[src/design/tfvn_pkg.sv]
// ----------------------------------------------------------------------------
// tfvn_pkg
// shared types, constants and helper functions of the fractal value noise
// ----------------------------------------------------------------------------
package tfvn_pkg;

   localparam int MaxOctaves    = 8;
   localparam int OctIdxW       = $clog2(MaxOctaves);
   localparam int CoordW        = 32;
   localparam int CoordFracBits = 16;
   localparam int IntW          = CoordW - CoordFracBits;
   localparam int FracW         = 16;
   localparam int PeriodW       = 16;
   localparam int CountW        = 4;
   localparam int PersW         = 16;
   localparam int SeedW         = 32;
   localparam int HashW         = 32;
   localparam int ValW          = 24;
   // period scaled by up to 2^(MaxOctaves-1)
   localparam int SpanW         = PeriodW + MaxOctaves - 1;
   localparam int AmpW          = 17;
   localparam int NormW         = AmpW + OctIdxW;
   localparam int TotW          = ValW + AmpW + OctIdxW;
   localparam int SmoothW       = 17;
   localparam int ModBits       = IntW;
   localparam int DivBits       = ValW;
   localparam int CellStages    = 7;

   localparam logic [HashW-1:0] HashMulX   = 32'd374761393;
   localparam logic [HashW-1:0] HashMulY   = 32'd668265263;
   localparam logic [HashW-1:0] HashMulS   = 32'd2246822519;
   localparam logic [HashW-1:0] HashMulM   = 32'd1274126177;
   localparam logic [AmpW-1:0]  AmpOne     = 17'h10000;
   localparam logic [17:0]      SmoothThree = 18'd196608;

   typedef enum logic [1:0] {
      CSR_TILE_PERIOD  = 2'd0,
      CSR_OCTAVE_COUNT = 2'd1,
      CSR_PERSISTENCE  = 2'd2,
      CSR_NOISE_SEED   = 2'd3
   } csr_index_type;

   // point as it enters the wrap unit
   typedef struct packed {
      logic              valid;
      logic [IntW-1:0]   int_x;
      logic [IntW-1:0]   int_y;
      logic [FracW-1:0]  frac_x;
      logic [FracW-1:0]  frac_y;
   } front_type;

   typedef struct packed {
      logic             neg;
      logic [IntW-1:0]  mag;
      logic [IntW-1:0]  rem;
   } mod_lane_type;

   typedef struct packed {
      logic             valid;
      mod_lane_type     lane_x;
      mod_lane_type     lane_y;
      logic [FracW-1:0] frac_x;
      logic [FracW-1:0] frac_y;
   } mod_st_type;

   // request as it travels down the octave chain
   typedef struct packed {
      logic             valid;
      logic [FracW-1:0] frac_x;
      logic [FracW-1:0] frac_y;
      logic [IntW-1:0]  wrap_x;
      logic [IntW-1:0]  wrap_y;
      logic [TotW-1:0]  total;
      logic [NormW-1:0] norm;
      logic [AmpW-1:0]  amp;
   } chain_type;

   typedef struct packed {
      logic             valid;
      logic [TotW-1:0]  rem;
      logic [NormW-1:0] norm;
      logic [ValW-1:0]  quo;
   } div_st_type;

   // one restoring remainder step, msb of the magnitude first
   function automatic mod_lane_type mod_step(mod_lane_type l, logic [PeriodW-1:0] per);
      logic [IntW:0] cur;
      mod_lane_type  r;
      cur    = {l.rem, l.mag[IntW-1]};
      r      = l;
      r.mag  = {l.mag[IntW-2:0], 1'b0};
      if (cur >= {1'b0, per}) begin
         r.rem = IntW'(cur - {1'b0, per});
      end else begin
         r.rem = cur[IntW-1:0];
      end
      return r;
   endfunction

   // a*(1-s) + b*s with s in q1.16
   function automatic logic [ValW-1:0] blend(logic [ValW-1:0] a, logic [ValW-1:0] b,
                                             logic [SmoothW-1:0] s);
      logic [ValW+SmoothW:0] acc;
      acc = (ValW+SmoothW+1)'(a) * (ValW+SmoothW+1)'(AmpOne - s)
          + (ValW+SmoothW+1)'(b) * (ValW+SmoothW+1)'(s);
      return acc[ValW+15:16];
   endfunction

   function automatic logic [ValW-1:0] hash_finish(logic [HashW-1:0] h);
      logic [HashW-1:0] t;
      t = h ^ (h >> 16);
      return t[ValW-1:0];
   endfunction

endpackage

[src/design/tfvn_wrap_mod.sv]
// ----------------------------------------------------------------------------
// tfvn_wrap_mod
// pipelined true modulo of the integer lattice coordinates by the period
// ----------------------------------------------------------------------------
module tfvn_wrap_mod (
   input  logic                              clock,
   input  logic                              reset,
   input  logic                              enable,
   input  logic [tfvn_pkg::PeriodW-1:0]      per,
   input  tfvn_pkg::front_type               front_in,
   output tfvn_pkg::chain_type               chain_out
);
   import tfvn_pkg::*;

   mod_st_type st_ff [ModBits];
   mod_st_type st_in [ModBits];
   mod_st_type first;
   chain_type  chain_ff;
   chain_type  chain_in;

   always_comb begin
      first.valid       = front_in.valid;
      first.frac_x      = front_in.frac_x;
      first.frac_y      = front_in.frac_y;
      first.lane_x.neg  = front_in.int_x[IntW-1];
      first.lane_x.mag  = front_in.int_x[IntW-1] ? IntW'(-front_in.int_x) : front_in.int_x;
      first.lane_x.rem  = '0;
      first.lane_y.neg  = front_in.int_y[IntW-1];
      first.lane_y.mag  = front_in.int_y[IntW-1] ? IntW'(-front_in.int_y) : front_in.int_y;
      first.lane_y.rem  = '0;
      for (int k = 0; k < ModBits; k++) begin
         st_in[k] = (k == 0) ? first : st_ff[k-1];
         st_in[k].lane_x = mod_step(st_in[k].lane_x, per);
         st_in[k].lane_y = mod_step(st_in[k].lane_y, per);
      end
   end

   // negative inputs fold back into [0, per)
   always_comb begin
      chain_in.valid  = st_ff[ModBits-1].valid;
      chain_in.frac_x = st_ff[ModBits-1].frac_x;
      chain_in.frac_y = st_ff[ModBits-1].frac_y;
      chain_in.wrap_x = (st_ff[ModBits-1].lane_x.neg && st_ff[ModBits-1].lane_x.rem != '0)
                        ? per - st_ff[ModBits-1].lane_x.rem : st_ff[ModBits-1].lane_x.rem;
      chain_in.wrap_y = (st_ff[ModBits-1].lane_y.neg && st_ff[ModBits-1].lane_y.rem != '0)
                        ? per - st_ff[ModBits-1].lane_y.rem : st_ff[ModBits-1].lane_y.rem;
      chain_in.total  = '0;
      chain_in.norm   = '0;
      chain_in.amp    = AmpOne;
   end

   always_ff @(posedge clock) begin
      if (reset) begin
         for (int k = 0; k < ModBits; k++) begin
            st_ff[k].valid <= 1'b0;
         end
         chain_ff.valid <= 1'b0;
      end else if (enable) begin
         for (int k = 0; k < ModBits; k++) begin
            st_ff[k] <= st_in[k];
         end
         chain_ff <= chain_in;
      end
   end

   assign chain_out = chain_ff;

endmodule

[config.mk]
export PLATFORM = sky130hd
export DESIGN_NAME = tfvn_wrap_mod
export DESIGN_NICKNAME = d
export VERILOG_FILES = /design/src/design/tfvn_pkg.sv /design/src/design/tfvn_wrap_mod.sv
export SDC_FILE = /design/constraint.sdc
export NUM_CORES = 2
export LEC_CHECK = 0
export BUFFER_PORTS_ARGS = -buffer_cell sky130_fd_sc_hd__buf_4
export CAP_MARGIN = 15
export CELL_PAD_IN_SITES_DETAIL_PLACEMENT = 0
export CELL_PAD_IN_SITES_GLOBAL_PLACEMENT = 2
export CORE_MARGIN = 1
export CORE_UTILIZATION = 48
export DETAILED_ROUTE_END_ITERATION = 10
export PLACE_DENSITY_LB_ADDON = 0.08
export SETUP_SLACK_MARGIN = 0.3
export SYNTH_ARGS = -nofsm -noshare
export SYNTH_HDL_FRONTEND = slang
export SYNTH_SLANG_ARGS = --single-unit
[constraint.sdc]
create_clock -name clock -period 113.6 [get_ports clock]
set_input_delay 22.72 -clock clock [delete_from_list [all_inputs] [get_ports clock]]
set_output_delay 22.72 -clock clock [all_outputs]
set_load 0.01 [all_outputs]
==> impl_metrics.json <==
{
  "outcome": "finished, final reports clean",
  "timing.clock.skew_ns": 0.0297,
  "number_of_enable_flip_flop_cells_after_synthesis": 1376,
  "area_growth_syn_to_layout_pct": 11.8,
  "max_slew_margin_pct": 26.0,
  "number_of_hold_buffers_added_after_cts": 0,
  "crit_path_max_fanout": 176,
  "clk_pin_slew_worst_paths_ns": 0.05,
  "synthArstFlopShare_pct": 0,
  "power_density_nw_per_um2": 17.7,
  "first_pass_iters": 7,
  "wire_length_of_the_first_global_routing_pass_um": 235000,
  "numCtsBuffers": 150,
  "dr.first_iter.drc_count": 2772,
  "place_congestion": 0.831,
  "drive_above_1_share_pct": 11.2,
  "synth_ff_type": "edfxtp_1",
  "cts_tree": "built",
  "post_route_utilization_pct": 54.2,
  "largest_net_degree_at_the_start_of_global_routing": 177,
  "die-area_um2": 149000,
  "layout.filler_cells": 12246,
  "route.antenna.remaining_nets": 0,
  "final_critical_path_setup_slack_ns": 86.85,
  "net_total_in_the_final_layout": 6470,
  "grt.total_usage_pct": 20.4,
  "dr_total_vias": 43452,
  "timing.rr.end": "st_ff[0][175]",
  "synth_sequential_area_ratio_pct": 58.5,
  "critical_path.endpoint": "st_ff[1][717]",
  "post_synth_num_cell_types": 80,
  "report.final.hold_viol_count": 0,
  "grt_overflow": 0,
  "ys_ff_latch": 1377,
  "vdd_drop_max_mv": 0.0115,
  "synthDominantCellAreaShare_pct": 58.5,
  "grt_pass1_vias": 41284,
  "initial_core_util_pct": 48.5,
  "diodes": 0,
  "clockRootBuffer": "clkbuf_16",
  "start_kind": "input port",
  "r2r_start": "st_ff[0][94]",
  "power_consumption_mw": 1.40,
  "drc_errors": 0,
  "r2r.worst_path.cells": 13,
  "syn-mean-instance-area_um2": 12.7,
  "arrival_ns": 27.15,
  "period_share_pct": 23.6,
  "dp_worst_setup_slack_ns": 85.95,
  "detailed_route_wl_um": 152000,
  "dpl.hpwl_um": 104000,
  "ys_top_cells_by_count": "edfxtp_1, ha_1, nor2_1",
  "yosysTopAreaCell": "edfxtp_1",
  "avgRoutedWirePerCell_um": 19.4,
  "drt-vias-per-instance": 5.52,
  "ctsResizeCount": 0,
  "hold_class": "reg -> reg",
  "die_width_um": 386,
  "crit_start": "reset",
  "yosys_warnings": 0,
  "finalSetupViolations": 0,
  "endpoint_required_time_on_the_critical_path_ns": 113.99,
  "cts.htree.levels": 4,
  "crit_path_end_kind": "flip-flop",
  "syn-cell-area_um2": 70600,
  "rrSetupSlack_ns": 109.49,
  "path_class": "in -> reg",
  "clock_sinks": 1377,
  "cts_buffer_depth": 3,
  "clock_latency_ns": 0.79,
  "tightestPinTransition_ns": 1.11,
  "dieHeight_um": 386,
  "timing.max_cap.violations": 0,
  "synth_most_common_cell": "edfxtp_1",
  "slew_viol_final": 0,
  "grt_setup_unrepaired": "false",
  "leakage_nw": 29.4,
  "cts.repair_timing.setup_buffer_count": 0,
  "post_route_minimum_period_ns": 26.75,
  "synthTopCellsByArea": "edfxtp_1, ha_1, a21oi_1",
  "core_area_um2": 146000,
  "max_clock_freq_ghz": 0.0374,
  "tns_ns": 0,
  "design.portCount": 230,
  "syn_inst": 5566,
  "row_count": 140,
  "port_buffers": 148,
  "grt_antenna_before_repair": 4
}
-- how the worst min path moves through the flow --
stage	from	to	slack [ns]	depth (start not counted)
finish	st_ff[0][351]	st_ff[0][449]	0.40	0
global route	st_ff[0][351]	st_ff[0][449]	0.41	0
CTS	st_ff[0][351]	st_ff[0][449]	0.40	0
detailed placement	st_ff[0][9]	st_ff[0][106]	0.40	0
global placement	st_ff[1][115]	st_ff[1][212]	0.40	0
floorplan	st_ff[1][679]	chain_out[113]	0.40	0
-- per-stage QoR --
step / std cells / area (µm²) / hold slack (ns)
2_1_floorplan: 5645 / 70900 / 0.400
3_3_place_gp: 7603 / 74000 / 0.400
3_5_place_dp: 7603 / 74000 / 0.405
4_1_cts: 7872 / 78900 / 0.399
5_1_grt: 7872 / 78900 / 0.407
6_report: 7872 / 78900 / 0.398
-- sequential cells by signal, indices dropped and copies added (netlist names) --
| signal | cells |
|---|---|
| st_ff | 1312 |
| chain_out | 65 |
-- layout make-up --
| class | count | area [µm²] | share of cell area [%] |
|---|---|---|---|
| Tap cell | 1917 | 2400 | 3.04 |
| Inverter | 212 | 798 | 1.01 |
| Clock buffer | 182 | 3890 | 4.93 |
| Sequential cell | 1377 | 41300 | 52.4 |
| Timing Repair Buffer | 209 | 1590 | 2.02 |
| Clock inverter | 87 | 1020 | 1.30 |
| Multi-Input combinational cell | 3888 | 27900 | 35.3 |
-- per-layer routing --
layer	wire length, µm	track usage, %	up-vias
met5	20	0	-
met4	3460	5.67	2
met3	5450	2.93	210
met2	69900	32.4	763
met1	73700	29.2	20879
li1	-	-	21598
-- kinds of logic after synthesis --
logic type               count (synthesis)  share of synthesized area [%]
XOR/XNOR                               403                           5.00
flip-flops                            1377                           58.5
AND/OR/NAND/NOR                       1296                           8.59
multiplexers                           210                           3.36
buffers and inverters                  380                           2.48
AO/OA/AOI/OAI                         1350                           12.0
other                                    2                         0.0106
adder cells (fa/ha/maj)                548                           10.1
-- worst max-delay path, stage by stage --
cell     delay, ns
buf_4         0.14
nor2b_4       0.10
buf_4         0.82
buf_12        0.74
buf_4         0.82
buf_4         0.81
buf_4         0.78
-- cells in the final DEF (no fill, tap or decap), types with 20 or more instances in the layout --
master / count
o21bai_1: 50
a21boi_0: 26
ha_1: 516
nor2b_1: 56
nor2_1: 458
xor2_1: 158
o31ai_1: 40
xnor2_1: 245
edfxtp_1: 1376
a21oi_1: 447
clkbuf_16: 151
a211oi_1: 40
inv_1: 197
mux2_2: 182
and3_1: 31
conb_1: 81
nand3_1: 96
clkbuf_1: 31
nor3_1: 127
nand4_1: 52
clkinv_1: 30
nor4_1: 30
a31oi_1: 73
o41ai_1: 20
or3_1: 27
fa_1: 32
o21a_1: 43
nand2b_1: 45
nand2_1: 293
o21ai_0: 316
a21o_1: 147
buf_4: 207
-- power by group --
part | switching, mW | internal (mW)
combinational | 0.160 | 0.123
sequential | 0.0188 | 0.611
clock | 0.203 | 0.279
No activity file was read; power rests on OpenSTA's default activity.
