**config.mk**
```make
export PLATFORM = sky130hd
export DESIGN_NAME = tfvn_norm_div
export DESIGN_NICKNAME = d
export VERILOG_FILES = /design/src/design/tfvn_pkg.sv /design/src/design/tfvn_norm_div.sv
export SDC_FILE = /design/constraint.sdc
export NUM_CORES = 2
export LEC_CHECK = 0
export BUFFER_PORTS_ARGS = -buffer_cell sky130_fd_sc_hd__buf_4
export CORE_UTILIZATION = 60
export DETAILED_ROUTE_END_ITERATION = 10
export PLACE_DENSITY = 0.77
export SLEW_MARGIN = 0
export SYNTH_ARGS = -nofsm -noshare
export SYNTH_HDL_FRONTEND = slang
export SYNTH_SLANG_ARGS = --single-unit
```
**constraint.sdc**
```tcl
create_clock -name clock -period 119.1 [get_ports clock]
set_input_delay 23.82 -clock clock [delete_from_list [all_inputs] [get_ports clock]]
set_output_delay 23.82 -clock clock [all_outputs]
set_load 0.05 [all_outputs]
```
**src/design/tfvn_pkg.sv**
```systemverilog
// ----------------------------------------------------------------------------
// tfvn_pkg
// shared types, constants and helper functions of the fractal value noise
// ----------------------------------------------------------------------------
package tfvn_pkg;

   localparam int MaxOctaves    = 8;
   localparam int OctIdxW       = $clog2(MaxOctaves);
   localparam int CoordW        = 32;
   localparam int CoordFracBits = 16;
   localparam int IntW          = CoordW - CoordFracBits;
   localparam int FracW         = 16;
   localparam int PeriodW       = 16;
   localparam int CountW        = 4;
   localparam int PersW         = 16;
   localparam int SeedW         = 32;
   localparam int HashW         = 32;
   localparam int ValW          = 24;
   // period scaled by up to 2^(MaxOctaves-1)
   localparam int SpanW         = PeriodW + MaxOctaves - 1;
   localparam int AmpW          = 17;
   localparam int NormW         = AmpW + OctIdxW;
   localparam int TotW          = ValW + AmpW + OctIdxW;
   localparam int SmoothW       = 17;
   localparam int ModBits       = IntW;
   localparam int DivBits       = ValW;
   localparam int CellStages    = 7;

   localparam logic [HashW-1:0] HashMulX   = 32'd374761393;
   localparam logic [HashW-1:0] HashMulY   = 32'd668265263;
   localparam logic [HashW-1:0] HashMulS   = 32'd2246822519;
   localparam logic [HashW-1:0] HashMulM   = 32'd1274126177;
   localparam logic [AmpW-1:0]  AmpOne     = 17'h10000;
   localparam logic [17:0]      SmoothThree = 18'd196608;

   typedef enum logic [1:0] {
      CSR_TILE_PERIOD  = 2'd0,
      CSR_OCTAVE_COUNT = 2'd1,
      CSR_PERSISTENCE  = 2'd2,
      CSR_NOISE_SEED   = 2'd3
   } csr_index_type;

   // point as it enters the wrap unit
   typedef struct packed {
      logic              valid;
      logic [IntW-1:0]   int_x;
      logic [IntW-1:0]   int_y;
      logic [FracW-1:0]  frac_x;
      logic [FracW-1:0]  frac_y;
   } front_type;

   typedef struct packed {
      logic             neg;
      logic [IntW-1:0]  mag;
      logic [IntW-1:0]  rem;
   } mod_lane_type;

   typedef struct packed {
      logic             valid;
      mod_lane_type     lane_x;
      mod_lane_type     lane_y;
      logic [FracW-1:0] frac_x;
      logic [FracW-1:0] frac_y;
   } mod_st_type;

   // request as it travels down the octave chain
   typedef struct packed {
      logic             valid;
      logic [FracW-1:0] frac_x;
      logic [FracW-1:0] frac_y;
      logic [IntW-1:0]  wrap_x;
      logic [IntW-1:0]  wrap_y;
      logic [TotW-1:0]  total;
      logic [NormW-1:0] norm;
      logic [AmpW-1:0]  amp;
   } chain_type;

   typedef struct packed {
      logic             valid;
      logic [TotW-1:0]  rem;
      logic [NormW-1:0] norm;
      logic [ValW-1:0]  quo;
   } div_st_type;

   // one restoring remainder step, msb of the magnitude first
   function automatic mod_lane_type mod_step(mod_lane_type l, logic [PeriodW-1:0] per);
      logic [IntW:0] cur;
      mod_lane_type  r;
      cur    = {l.rem, l.mag[IntW-1]};
      r      = l;
      r.mag  = {l.mag[IntW-2:0], 1'b0};
      if (cur >= {1'b0, per}) begin
         r.rem = IntW'(cur - {1'b0, per});
      end else begin
         r.rem = cur[IntW-1:0];
      end
      return r;
   endfunction

   // a*(1-s) + b*s with s in q1.16
   function automatic logic [ValW-1:0] blend(logic [ValW-1:0] a, logic [ValW-1:0] b,
                                             logic [SmoothW-1:0] s);
      logic [ValW+SmoothW:0] acc;
      acc = (ValW+SmoothW+1)'(a) * (ValW+SmoothW+1)'(AmpOne - s)
          + (ValW+SmoothW+1)'(b) * (ValW+SmoothW+1)'(s);
      return acc[ValW+15:16];
   endfunction

   function automatic logic [ValW-1:0] hash_finish(logic [HashW-1:0] h);
      logic [HashW-1:0] t;
      t = h ^ (h >> 16);
      return t[ValW-1:0];
   endfunction

endpackage

```
**src/design/tfvn_norm_div.sv**
```systemverilog
// ----------------------------------------------------------------------------
// tfvn_norm_div
// pipelined restoring division of the weighted sum by the weight sum
// ----------------------------------------------------------------------------
module tfvn_norm_div (
   input  logic                          clock,
   input  logic                          reset,
   input  logic                          enable,
   input  tfvn_pkg::chain_type           chain_in,
   output logic                          out_valid,
   output logic [tfvn_pkg::ValW-1:0]     out_value
);
   import tfvn_pkg::*;

   div_st_type st_ff [DivBits];
   div_st_type st_in [DivBits];
   div_st_type src;
   logic [TotW-1:0] shifted;

   always_comb begin
      shifted = '0;
      for (int k = 0; k < DivBits; k++) begin
         if (k == 0) begin
            src.valid = chain_in.valid;
            src.rem   = chain_in.total;
            src.norm  = chain_in.norm;
            src.quo   = '0;
         end else begin
            src = st_ff[k-1];
         end
         shifted  = TotW'(src.norm) << (DivBits - 1 - k);
         st_in[k] = src;
         if (src.rem >= shifted) begin
            st_in[k].rem                  = src.rem - shifted;
            st_in[k].quo[DivBits - 1 - k] = 1'b1;
         end
         // no active octave: result is zero
         if (k == DivBits - 1 && src.norm == '0) begin
            st_in[k].quo = '0;
         end
      end
   end

   always_ff @(posedge clock) begin
      if (reset) begin
         for (int k = 0; k < DivBits; k++) begin
            st_ff[k].valid <= 1'b0;
         end
      end else if (enable) begin
         for (int k = 0; k < DivBits; k++) begin
            st_ff[k] <= st_in[k];
         end
      end
   end

   assign out_valid = st_ff[DivBits-1].valid;
   assign out_value = st_ff[DivBits-1].quo;

endmodule

```
==> impl_metrics.py <==
metrics = {
    "hold_path": {
        "hold_class": "reg2reg",
        "hp-start": "st_ff[2][461]$_DFFE_PP_",
    },
    "die": {
        "die_w_um": 389.6,
        "ioPinCount": 174,
        "core_area_sq_um": 148400,
        "fp.dieH_um": 389.6,
        "die_area_sq_um": 151800,
        "rows": 141,
        "initial_core_util_pct": 60.77,
    },
    "worst_setup_path": {
        "crit_top_cell": "buf_4",
        "end_kind": "flip-flop",
        "r2r_setup_slack_ns": 114.55,
        "critPathKind": "in2reg",
        "critPathSlowestCell": "buf_4",
        "path_depth": 8,
        "critPathTopFamily": "buffers and inverters",
        "required_ns": 119.49,
        "cp-start-kind": "input pin",
        "crit_path_start": "reset",
        "crit_arrival_ns": 29.15,
        "r2r_cells": 13,
        "setup.worst_path.end": "st_ff[1][487]$_DFFE_PP_",
        "critPathMaxStageDelay_ns": 0.87,
        "r2r-end": "st_ff[2][173]$_DFFE_PP_",
        "path_buf_inv": 7,
        "crit_fanout": 152,
        "crit_path_cell_trace": "buf_4, nor2b_4, buf_12, buf_4, buf_4, buf_4, buf_4, buf_4",
        "r2r_start": "st_ff[2][50]$_DFFE_PP_",
    },
    "clock_tree": {
        "clk_path_buf_depth": 3,
        "ctsResizeCount": 0,
        "htree_levels": 4,
        "clkLatencyLatePin_ns": 0.80,
        "postCtsHoldBufs": 0,
        "post_cts_buffers": 0,
        "numClockSinks": 1796,
        "numCtsBuffers": 183,
        "cts-root-buf": "clkbuf_16",
        "cts_tree": "built",
        "clk_pin_slew_ns": 0.06,
    },
    "grt": {
        "grt_util_all_layers_pct": 24.55,
        "grt_pass1_vias": 57100,
        "grt-ovfl-total": 0,
        "grt_antenna_before_repair": 0,
        "grt_pass1_wl_um": 296200,
        "grt_max_degree": 154,
    },
    "route": {
        "drt-met1-wl_um": 73140,
        "drcViolationCount": 0,
        "wl_um": 186700,
        "via_per_inst": 5.946,
        "drt_iter0_drc": 3984,
        "antenna_left": 0,
        "routed-wl-met2_um": 96290,
        "wl_per_cell_um": 19.23,
        "met3_wirelength_um": 8641,
        "via_count": 57730,
        "drtPass1Iterations": 6,
        "top_layer": "met4",
    },
    "outcome": {
        "outcome": "complete, no violations",
    },
    "synth": {
        "synth_edf_count": 1796,
        "ys.flop_type": "edfxtp_1",
        "yosysWarnings": 0,
        "syn_area_sq_um": 90160,
        "synthTopCellsByArea": "edfxtp_1 (60%), ha_1 (6.7%), xor2_1 (3.1%)",
        "ys_async_sr_fraction_pct": 0,
        "postSynthAreaPerCell_sq_um": 12.20,
        "synth.largest_area_cell": "edfxtp_1",
        "ys_types": 94,
        "synth_seq_cells": 1796,
        "synth_top_area_share_pct": 59.82,
        "seq_area_frac_synth_pct": 59.82,
        "synth_nets": 8041,
        "syn_inst": 7389,
    },
    "timing": {
        "slew_headroom_pct": 8.494,
        "fmax_mhz": 34.77,
        "timing.final.crit_share_pct": 24.15,
        "rsz0062_at_grt": "no",
        "finalHoldViolCount": 0,
        "finClkSkew_ns": 0.03750,
        "fin_crit_ns": 28.76,
        "worstMarginPinSlew_ns": 1.361,
        "finalSetupViolCount": 0,
        "setup-tns-final_ns": 0,
        "slew_viol_final": 0,
    },
    "place": {
        "place_congestion": 0.9537,
        "place_hpwl_um": 137400,
        "io_buffers": 92,
    },
    "layout": {
        "final_core_util_pct": 66.77,
        "syn_to_final_growth_pct": 9.877,
        "diodes": 0,
        "largest_reg_flops": 1796,
        "top_regs": "st_ff: 1796 flops",
        "fin_nets": 8208,
        "layout-drive-gt1-share_pct": 7.345,
        "largest_register": "st_ff",
    },
    "power": {
        "power.total_mw": 1.537,
        "ir_drop_uv": 12.98,
        "p_per_area_nw_per_um2": 15.52,
        "p_leak_nw": 36.77,
    },
    "job": {
        "maxCapViolations": 0,
    },
}
worst min path at each step:
stage / endpoint / depth (start not counted) / slack, ns
after floorplan: st_ff[0][112]$_DFFE_PP_ / 0 / 0.40
after global placement: st_ff[2][192]$_DFFE_PP_ / 0 / 0.40
after detailed placement: st_ff[0][553]$_DFFE_PP_ / 0 / 0.40
after CTS: st_ff[0][642]$_DFFE_PP_ / 0 / 0.41
after global routing: st_ff[1][637]$_DFFE_PP_ / 0 / 0.42
final: st_ff[2][550]$_DFFE_PP_ / 0 / 0.41
layer usage:
| layer | vias to the layer above | GRT usage, % |
|---|---|---|
| li1 | 27810 | - |
| met1 | 27870 | 28.79 |
| met2 | 1604 | 44.51 |
| met3 | 438 | 3.331 |
| met4 | 0 | 11.32 |
| met5 | - | 0 |
synth_stat cells, types with 64 or more instances:
cell type / instances
nand2b_1: 69
xor2_1: 317
nand2_1: 523
nor2b_1: 105
o21ai_0: 374
nand4_1: 80
o21a_1: 101
clkbuf_1: 107
nand3_1: 131
xnor2_1: 303
or3_1: 64
ha_1: 480
a21oi_1: 476
nor3_1: 176
mux2_2: 82
inv_1: 603
nor2_1: 438
nor4_1: 146
a21o_1: 174
edfxtp_1: 1796
cells in the final DEF (no fill, tap or decap), types with 21 or more instances in the layout:
cell,synthesis,routed
nand2_1,523,523
nor4_1,146,146
nand3b_1,21,21
o31ai_1,52,52
fa_1,23,23
o21bai_1,36,35
nand3_1,131,131
o21ai_0,374,374
nor3_1,176,174
inv_1,603,603
ha_1,480,480
nand2b_1,69,69
edfxtp_1,1796,1796
a21oi_1,476,475
clkbuf_1,107,24
xnor2_1,303,303
o21a_1,101,101
a211oi_1,45,43
mux2_1,26,26
o31a_1,31,31
or2_2,24,24
clkinv_2,0,32
mux2_2,82,82
buf_4,25,144
o21ai_1,47,45
and3_1,35,35
or4_1,53,53
clkinv_1,0,52
nor2b_1,105,103
and2_1,35,35
nand4_1,80,80
nor2_1,438,437
nand4b_1,24,24
a21o_1,174,174
clkbuf_16,0,184
a31oi_1,32,32
xor2_1,317,317
or3_1,64,64
power breakdown:
group	switching, mW	internal, mW	leakage (nW)
Clock	0.244	0.316	2.85
Combinational	0.124	0.0872	17.2
Sequential	0.0220	0.744	16.8
Total	0.390	1.15	36.8
worst reg2reg max path, stage by stage (launching register included):
cell	delay [ns]
edfxtp_1	0.36
inv_1	0.09
ha_1	0.16
inv_1	0.06
fa_1	0.40
a21o_1	0.21
a311oi_1	0.36
o31ai_1	0.21
a2111oi_0	0.89
nor2_1	0.24
and3_1	0.29
or3_1	0.46
nor4_1	0.26
xor2_1	0.35
through the flow:
step	area [sq um]	hold WS [ns]	instances	setup slack (ns)
floorplan	90160	0.4003	7389	43.97
global placement	93160	0.4002	9373	89.61
detailed placement	93160	0.4045	9373	89.42
CTS	99060	0.4128	9708	90.25
global route	99060	0.4177	9708	89.88
finish	99060	0.4102	9708	90.34
kinds of logic after synthesis:
group | share of synthesized area (%)
adder cells (fa/ha/maj) | 7.172
flip-flops | 59.82
buffers and inverters | 3.342
AND/OR/NAND/NOR | 11.22
multiplexers | 1.427
XOR/XNOR | 6.023
AO/OA/AOI/OAI | 10.99
layout make-up:
| type | count | area [sq um] |
|---|---|---|
| Inverter | 606 | 2275 |
| Timing Repair Buffer | 146 | 1121 |
| Tap cell | 2002 | 2505 |
| Clock buffer | 208 | 4695 |
| Sequential cell | 1796 | 53930 |
| Fill cell | 10530 | 49300 |
| Multi-Input combinational cell | 4823 | 33330 |
| Clock inverter | 127 | 1206 |
Note: power is estimated with default switching activity, not from simulation.
